===== config.mk =====
export PLATFORM = sky130hd
export DESIGN_NAME = tlpc_front
export DESIGN_NICKNAME = d
export VERILOG_FILES = /design/src/hw/rtl/tlpc_pkg.sv /design/src/hw/rtl/tlpc_front.sv
export SDC_FILE = /design/constraint.sdc
export NUM_CORES = 2
export LEC_CHECK = 0
export BUFFER_PORTS_ARGS = -buffer_cell sky130_fd_sc_hd__buf_4
export CELL_PAD_IN_SITES_DETAIL_PLACEMENT = 1
export CELL_PAD_IN_SITES_GLOBAL_PLACEMENT = 1
export CORE_MARGIN = 2
export CORE_UTILIZATION = 50
export CTS_BUF_LIST = sky130_fd_sc_hd__clkbuf_16
export DETAILED_ROUTE_END_ITERATION = 10
export PLACE_DENSITY = 0.88
export RECOVER_POWER = 100
export SYNTH_ARGS = -nofsm -noshare
export SYNTH_HDL_FRONTEND = slang
export SYNTH_SLANG_ARGS = --single-unit
export TNS_END_PERCENT = 20

===== constraint.sdc =====
create_clock -name i_clk -period 8.2 [get_ports i_clk]
set_input_delay 1.64 -clock i_clk [delete_from_list [all_inputs] [get_ports i_clk]]
set_output_delay 1.64 -clock i_clk [all_outputs]
set_load 0.05 [all_outputs]

===== src/hw/rtl/tlpc_pkg.sv =====
// Package for the thick line pixel coverage block.
// Holds shared widths, reset values and configuration register indexes.
// No dependencies; compiled before every other file of the block.
package tlpc_pkg;

    localparam int COORD_BITS_DEF = 13;
    localparam int WIDTH_BITS     = 8;
    localparam int RGB_BITS       = 24;
    localparam int CFG_IDX_BITS   = 3;
    localparam int CFG_DATA_BITS  = 24;
    localparam int WIDTH2_BITS    = 2 * WIDTH_BITS;

    localparam logic [WIDTH_BITS-1:0] BRUSH_WIDTH_RST = WIDTH_BITS'(1);

    // Configuration register indexes, in port order.
    typedef enum logic [CFG_IDX_BITS-1:0] {
        CFG_START_X     = 3'd0,
        CFG_START_Y     = 3'd1,
        CFG_END_X       = 3'd2,
        CFG_END_Y       = 3'd3,
        CFG_BRUSH_WIDTH = 3'd4,
        CFG_BRUSH_RGB   = 3'd5
    } t_cfg_idx;

endpackage


===== src/hw/rtl/tlpc_front.sv =====
// Front half of the coverage pipeline: offsets, products, dot and cross terms.
// Three register stages; depends on tlpc_pkg.
module tlpc_front #(
    parameter int COORD_BITS = tlpc_pkg::COORD_BITS_DEF
) (
    input  logic                                 i_clk,
    input  logic                                 i_rst_n,
    input  logic                                 i_en,
    input  logic                                 i_valid,
    input  logic signed [COORD_BITS-1:0]         i_px,
    input  logic signed [COORD_BITS-1:0]         i_py,
    input  logic signed [COORD_BITS-1:0]         i_sx,
    input  logic signed [COORD_BITS-1:0]         i_sy,
    input  logic signed [COORD_BITS-1:0]         i_ex,
    input  logic signed [COORD_BITS-1:0]         i_ey,
    input  logic [tlpc_pkg::WIDTH_BITS-1:0]      i_w,
    output logic                                 o_valid,
    output logic signed [COORD_BITS-1:0]         o_px,
    output logic signed [COORD_BITS-1:0]         o_py,
    output logic signed [2*COORD_BITS+2:0]       o_dot,
    output logic [2*COORD_BITS+1:0]              o_cabs,
    output logic [2*COORD_BITS+1:0]              o_len2,
    output logic [tlpc_pkg::WIDTH2_BITS-1:0]     o_w2
);
    import tlpc_pkg::*;

    localparam int DW = COORD_BITS + 1;
    localparam int PW = 2 * DW;
    localparam int SW = PW + 1;

    // Stage 1: offsets from the start point.
    logic                         r_v1;
    logic signed [COORD_BITS-1:0] r_px1, r_py1;
    logic signed [DW-1:0]         r_dx, r_dy, r_qx, r_qy;
    logic [WIDTH_BITS-1:0]        r_w1;
    logic signed [DW-1:0]         n_dx, n_dy, n_qx, n_qy;

    assign n_dx = DW'(i_ex) - DW'(i_sx);
    assign n_dy = DW'(i_ey) - DW'(i_sy);
    assign n_qx = DW'(i_px) - DW'(i_sx);
    assign n_qy = DW'(i_py) - DW'(i_sy);

    always_ff @(posedge i_clk) begin
        if (!i_rst_n) begin
            r_v1 <= 1'b0;
        end else if (i_en) begin
            r_v1 <= i_valid;
        end
    end

    always_ff @(posedge i_clk) begin
        if (i_en) begin
            r_px1 <= i_px;
            r_py1 <= i_py;
            r_dx  <= n_dx;
            r_dy  <= n_dy;
            r_qx  <= n_qx;
            r_qy  <= n_qy;
            r_w1  <= i_w;
        end
    end

    // Stage 2: the six coordinate products and the squared width.
    logic                         r_v2;
    logic signed [COORD_BITS-1:0] r_px2, r_py2;
    logic signed [PW-1:0]         r_dxqx, r_dyqy, r_dxqy, r_dyqx, r_dxdx, r_dydy;
    logic [WIDTH2_BITS-1:0]       r_w2;

    always_ff @(posedge i_clk) begin
        if (!i_rst_n) begin
            r_v2 <= 1'b0;
        end else if (i_en) begin
            r_v2 <= r_v1;
        end
    end

    always_ff @(posedge i_clk) begin
        if (i_en) begin
            r_px2  <= r_px1;
            r_py2  <= r_py1;
            r_dxqx <= PW'(r_dx) * PW'(r_qx);
            r_dyqy <= PW'(r_dy) * PW'(r_qy);
            r_dxqy <= PW'(r_dx) * PW'(r_qy);
            r_dyqx <= PW'(r_dy) * PW'(r_qx);
            r_dxdx <= PW'(r_dx) * PW'(r_dx);
            r_dydy <= PW'(r_dy) * PW'(r_dy);
            r_w2   <= WIDTH2_BITS'(r_w1) * WIDTH2_BITS'(r_w1);
        end
    end

    // Stage 3: dot product, cross magnitude and squared length.
    logic                         r_v3;
    logic signed [COORD_BITS-1:0] r_px3, r_py3;
    logic signed [SW-1:0]         r_dot;
    logic [PW-1:0]                r_cabs, r_len2;
    logic [WIDTH2_BITS-1:0]       r_w2_3;
    logic signed [SW-1:0]         n_dot, n_cross, n_len2;
    logic [PW-1:0]                n_cabs;

    assign n_dot   = SW'(r_dxqx) + SW'(r_dyqy);
    assign n_cross = SW'(r_dxqy) - SW'(r_dyqx);
    assign n_len2  = SW'(r_dxdx) + SW'(r_dydy);
    // The magnitude of the cross term always fits one bit below the sum width.
    assign n_cabs  = n_cross[SW-1] ? PW'(-n_cross) : PW'(n_cross);

    always_ff @(posedge i_clk) begin
        if (!i_rst_n) begin
            r_v3 <= 1'b0;
        end else if (i_en) begin
            r_v3 <= r_v2;
        end
    end

    always_ff @(posedge i_clk) begin
        if (i_en) begin
            r_px3  <= r_px2;
            r_py3  <= r_py2;
            r_dot  <= n_dot;
            r_cabs <= n_cabs;
            r_len2 <= PW'(n_len2);
            r_w2_3 <= r_w2;
        end
    end

    assign o_valid = r_v3;
    assign o_px    = r_px3;
    assign o_py    = r_py3;
    assign o_dot   = r_dot;
    assign o_cabs  = r_cabs;
    assign o_len2  = r_len2;
    assign o_w2    = r_w2_3;

endmodule


After elaboration in Yosys (flattened, before gate mapping)
Cells that the tools add are included.
- word-level logic and storage cells: 41
- flip-flop bits (word level): 430
- multiplexer cells: 1
- $mul: 7
- $add $sub $neg: 8
- operators by type and width (kind ; number):
    multiplier 14 x 14 -> 28 bit ; 6
    subtractor 13 x 13 -> 14 bit ; 4
    adder 28 x 28 -> 29 bit ; 1
    subtractor 28 x 28 -> 29 bit ; 1
    adder 28 bit ; 1
    2-to-1 mux 28 bit ; 1
    negation 28 bit ; 1
    multiplier 8 x 8 -> 16 bit ; 1

Logic depth before layout (Yosys ltp)
- word-level depth: 3
- gate-level depth with buffers: 27
- mapped depth without buffers: 25

Least setup slack after synthesis
Ideal clock, no wire load.
- path type: register to register
- start: register r_qx[2]
- end: register r_dxqx[27], data pin
- setup slack: 1.744 ns
- required time: 7.940 ns
- buffers on the path: 1
- library setup time: 0.260 ns
- stages on the path, launching flop included: 24
- arrival: 6.196 ns
- cell sequence: edfxtp_1 > clkbuf_1 > and2_1 > fa_1 > inv_1 > fa_1 > inv_1 > fa_1 > fa_1 > fa_1 > inv_1 > fa_1 > inv_1 > ha_1 > a21o_1 > a21oi_1 > a21boi_0 > a211o_1 > o31a_1 > a211o_1 > a311oi_1 > o21ai_0 > a21oi_1 > xnor2_1
- cells in the longest elaborated chain, start to end: 1
- RTL lines (element ; line ; RTL):
    from (decl) ; tlpc_front.sv:34 ; logic signed [DW-1:0] r_dx, r_dy, r_qx, r_qy;
    from (signal assigned) ; tlpc_front.sv:57 ; r_qx <= n_qx;
    multiplier 14 x 14 -> 28 bit ; tlpc_front.sv:81 ; r_dxqx <= PW'(r_dx) * PW'(r_qx);
    to (signal assigned) ; tlpc_front.sv:81 ;
    to (decl) ; tlpc_front.sv:66 ; logic signed [PW-1:0] r_dxqx, r_dyqy, r_dxqy, r_dyqx, r_dxdx, r_dydy;
Every way passes these cells.
A chain may end at the register's enable or synchronous reset.

Final worst setup path
- start: register r_dx[4]
- end: register r_dxqx[24], data pin
- cells in the longest elaborated chain, start to end: 1
- RTL lines (element ; line ; RTL):
    from (decl) ; tlpc_front.sv:34 ;
    from (signal assigned) ; tlpc_front.sv:55 ; r_dx <= n_dx;
    multiplier 14 x 14 -> 28 bit ; tlpc_front.sv:81 ;
Every way passes these cells.

==> out/results.txt <==
status - complete, but fails checks
failing checks - max-capacitance violations, max-slew violations
Final GP Congestion - 0.9096
Worst-path clk slew - 60 ps
Chip Width - 362.3 um
Setup violations, final - 0
Peak Freq - 0.1291 GHz
crit path capture type - register
Core Footprint - 0.1275 mm2
# DRC - 0
hold path cells - 0
Max Slew Vio Count - 111
synthesized cell area - 0.06421 mm2
placed inst area - 0.06793 mm2
post-synthesis cell count - 6355
# Post-CTS Setup Buffers - 0
FF-to-FF Start - r_dx[4]
Critical path origin - r_dx[4]
vias per cell - 5.672
worst slew pin tran - 6807 ps
critical path type - register to register
Hold Violations, Final - 0
worst r2r dst - r_dxqx[24]
startpoint of the worst hold path - r_px1[12]
Final Cell Area - 0.06902 mm2
Min-Delay Path Class - register to register
hpwl dp - 159.8 mm
Port Buffers - 216
worst path required time - 8600 ps
Finished Core Util - 0.5412
FP Rows - 131
drt pass-1 iters - 5
Clock Tree Buf Depth - 3
most frequent CP cell - fa_1
cell breakdown of the critical path - buf_4, and2_0, fa_1, inv_1, fa_1, inv_1, fa_1, fa_1, fa_1, inv_1, fa_1, inv_1, ha_1, a21o_1, a21o_1, a21oi_1, o21ai_0, a21o_1, a21o_1, o41a_1, xor2_1, clkbuf_1
total CTS buffers - 53
Ys Warns - 0
vias in the first global route - 55500
syn nets - 8171
antenna violations before repair - 6
Worst setup SP type - register
CTS root buffer - clkbuf_16
clock sinks - 426
Layout area overhead - 7.499%
cts repair resizes - 0
commonest non-fill, non-tap cell in the layout - inv_1
# IOs - 218
Worst Hold End - r_px2[12]
Inst Count DP - 8121
FF-to-FF setup slack - 460 ps
Skew-Pair Late Insertion Delay - 690 ps
register bit total from synthesis - 426
H-tree Lvls - 2
via count - 46640
largest net degree at the start of global routing - 162
nets@finish - 8330
overall routing resource usage - 0.3149
Starting DRT DRC Count - 3079
Initial Util - 0.5035
Setup TNS - 0 ps
CP max FO - 26
die height - 362.3 um
Yosys cell types - 82
Slew headroom - -3.538
FF-to-FF path depth - 22
global-route wire length before repair - 317.4 mm
Filler cells - 14000
FFs w/ async S/R, synth - 0
Fin Clk Skew - 37.28 ps
Post-synth EDFFs - 423
slowest stage delay, CP - 1270 ps
Primary FF master, synth - edfxtp_1
Post-Syn Area per Cell - 10.10 um2
post-route non-filler standard cell count - 8223
CP max stage cell - edfxtp_1
Hold Buf Count CTS - 0
most frequent cells in the layout - 1514 x inv_1, 1161 x fa_1, 565 x ha_1
RSZ-0062 raised after global routing - no
total grt overflow - 0
die area - 0.1313 mm2
fin crit period - 7743 ps
register area share after synthesis - 0.1988
Arr. time, crit path - 8140 ps
Routed Antenna Nets - 0
final WL - 201.9 mm
CTS tree - built
period utilisation layout - 0.9443
DR WL/cell - 24.56 um
MaxCap Viol Count - 1
fraction of layout instances using a drive strength above 1 - 0.04118
-- critical path, delay by kind of cell (launching register included) --
kind,cells,cell delay (ps)
adder cells (fa/ha/maj),7,3180
AO/OA/AOI/OAI,7,1340
XOR/XNOR,1,160
flip-flops,1,1270
AND/OR/NAND/NOR,1,320
buffers and inverters,6,1190
-- area by class of cell --
cell class,count,area [um2],area share
Multi-Input combinational cell,4206,44940,0.6511
Sequential cell,426,12760,0.1849
Inverter,1513,5679,0.08228
Tap cell,1662,2079,0.03013
Timing Repair Buffer,314,1805,0.02616
Clock buffer,53,1326,0.01922
Clock inverter,45,419.2,0.006073
Antenna cell,4,10.01,0.0001450
-- flip-flops by register name, summed over array words and instances, names as in the netlist, 14 cells and up --
register and cells:
r_dx 14, o_len2 28, r_dxqx 28, r_qx 14
r_w2 15, o_dot 29, r_dyqx 28, r_dxdx 27
r_dy 14, r_dxqy 28, o_w2 15, r_dyqy 28
r_dydy 27, o_cabs 28, r_qy 14
-- through the flow --
stage / worst slack (ps) / hold slack (ps)
after floorplan: 1744 / 400.3
after global placement: 1129 / 400.6
after detailed placement: 728.0 / 406.1
after CTS: 736.8 / 408.0
after global routing: 214.5 / 404.9
final: 456.7 / 410.7
-- routing by layer --
layer	vias to the layer above	GRT usage	routed length, um
met1	23960	0.3570	72690
met3	877	0.05881	13890
met4	8	0.2184	16950
li1	19790	-	-
met5	-	0	47
met2	2007	0.5382	98370
-- cell families after synthesis --
| family | after synthesis | synth area share |
|---|---|---|
| adder cells (fa/ha/maj) | 1726 | 0.4721 |
| buffers and inverters | 1723 | 0.1009 |
| AND/OR/NAND/NOR | 1536 | 0.1200 |
| AO/OA/AOI/OAI | 600 | 0.06084 |
| flip-flops | 426 | 0.1988 |
| XOR/XNOR | 335 | 0.04603 |
| multiplexers | 8 | 0.001306 |
| other | 1 | 0.00005841 |
-- synth_stat cells (4+ instances only) --
library cell / n / share of area
a21oi_1: 156 / 0.012
nor2_1: 227 / 0.013
o21bai_1: 29 / 0.0034
nor2b_1: 67 / 0.0065
edfxtp_1: 423 / 0.20
mux2i_1: 5 / 0.00078
xor2_1: 74 / 0.010
o21a_1: 31 / 0.0036
o31ai_1: 15 / 0.0018
clkbuf_1: 207 / 0.012
inv_1: 1510 / 0.088
ha_1: 565 / 0.11
or3_1: 19 / 0.0019
a211oi_1: 25 / 0.0029
and3_1: 25 / 0.0024
nand2_1: 527 / 0.031
a21boi_0: 29 / 0.0034
o22ai_1: 5 / 0.00049
or2_2: 14 / 0.0014
a311oi_1: 5 / 0.00068
o21ai_0: 122 / 0.0095
o31a_1: 4 / 0.00055
nand2b_1: 34 / 0.0033
and2_1: 503 / 0.049
nand3_1: 42 / 0.0033
a211o_1: 6 / 0.00082
o211ai_1: 8 / 0.00094
a31oi_1: 27 / 0.0026
a41oi_1: 4 / 0.00055
nor3_1: 46 / 0.0036
a21o_1: 79 / 0.0092
fa_1: 1161 / 0.36
xnor2_1: 259 / 0.035
nand4_1: 8 / 0.00078
a31o_2: 9 / 0.0012
and4_1: 6 / 0.00082
-- how the worst max path moves through the flow --
| stage | to | slack, ps |
|---|---|---|
| 5_1_grt | r_dyqy[26] | 210 |
| 4_1_cts | r_dxqy[24] | 740 |
| 2_1_floorplan | r_dxqx[27] | 1740 |
| 3_5_place_dp | r_dxqy[24] | 730 |
| 6_report | r_dxqx[24] | 460 |
| 3_3_place_gp | r_dxqy[24] | 1130 |
Power is not shown: default switching activity piles up to over one toggle a cycle in this logic, so the estimate is an artifact.
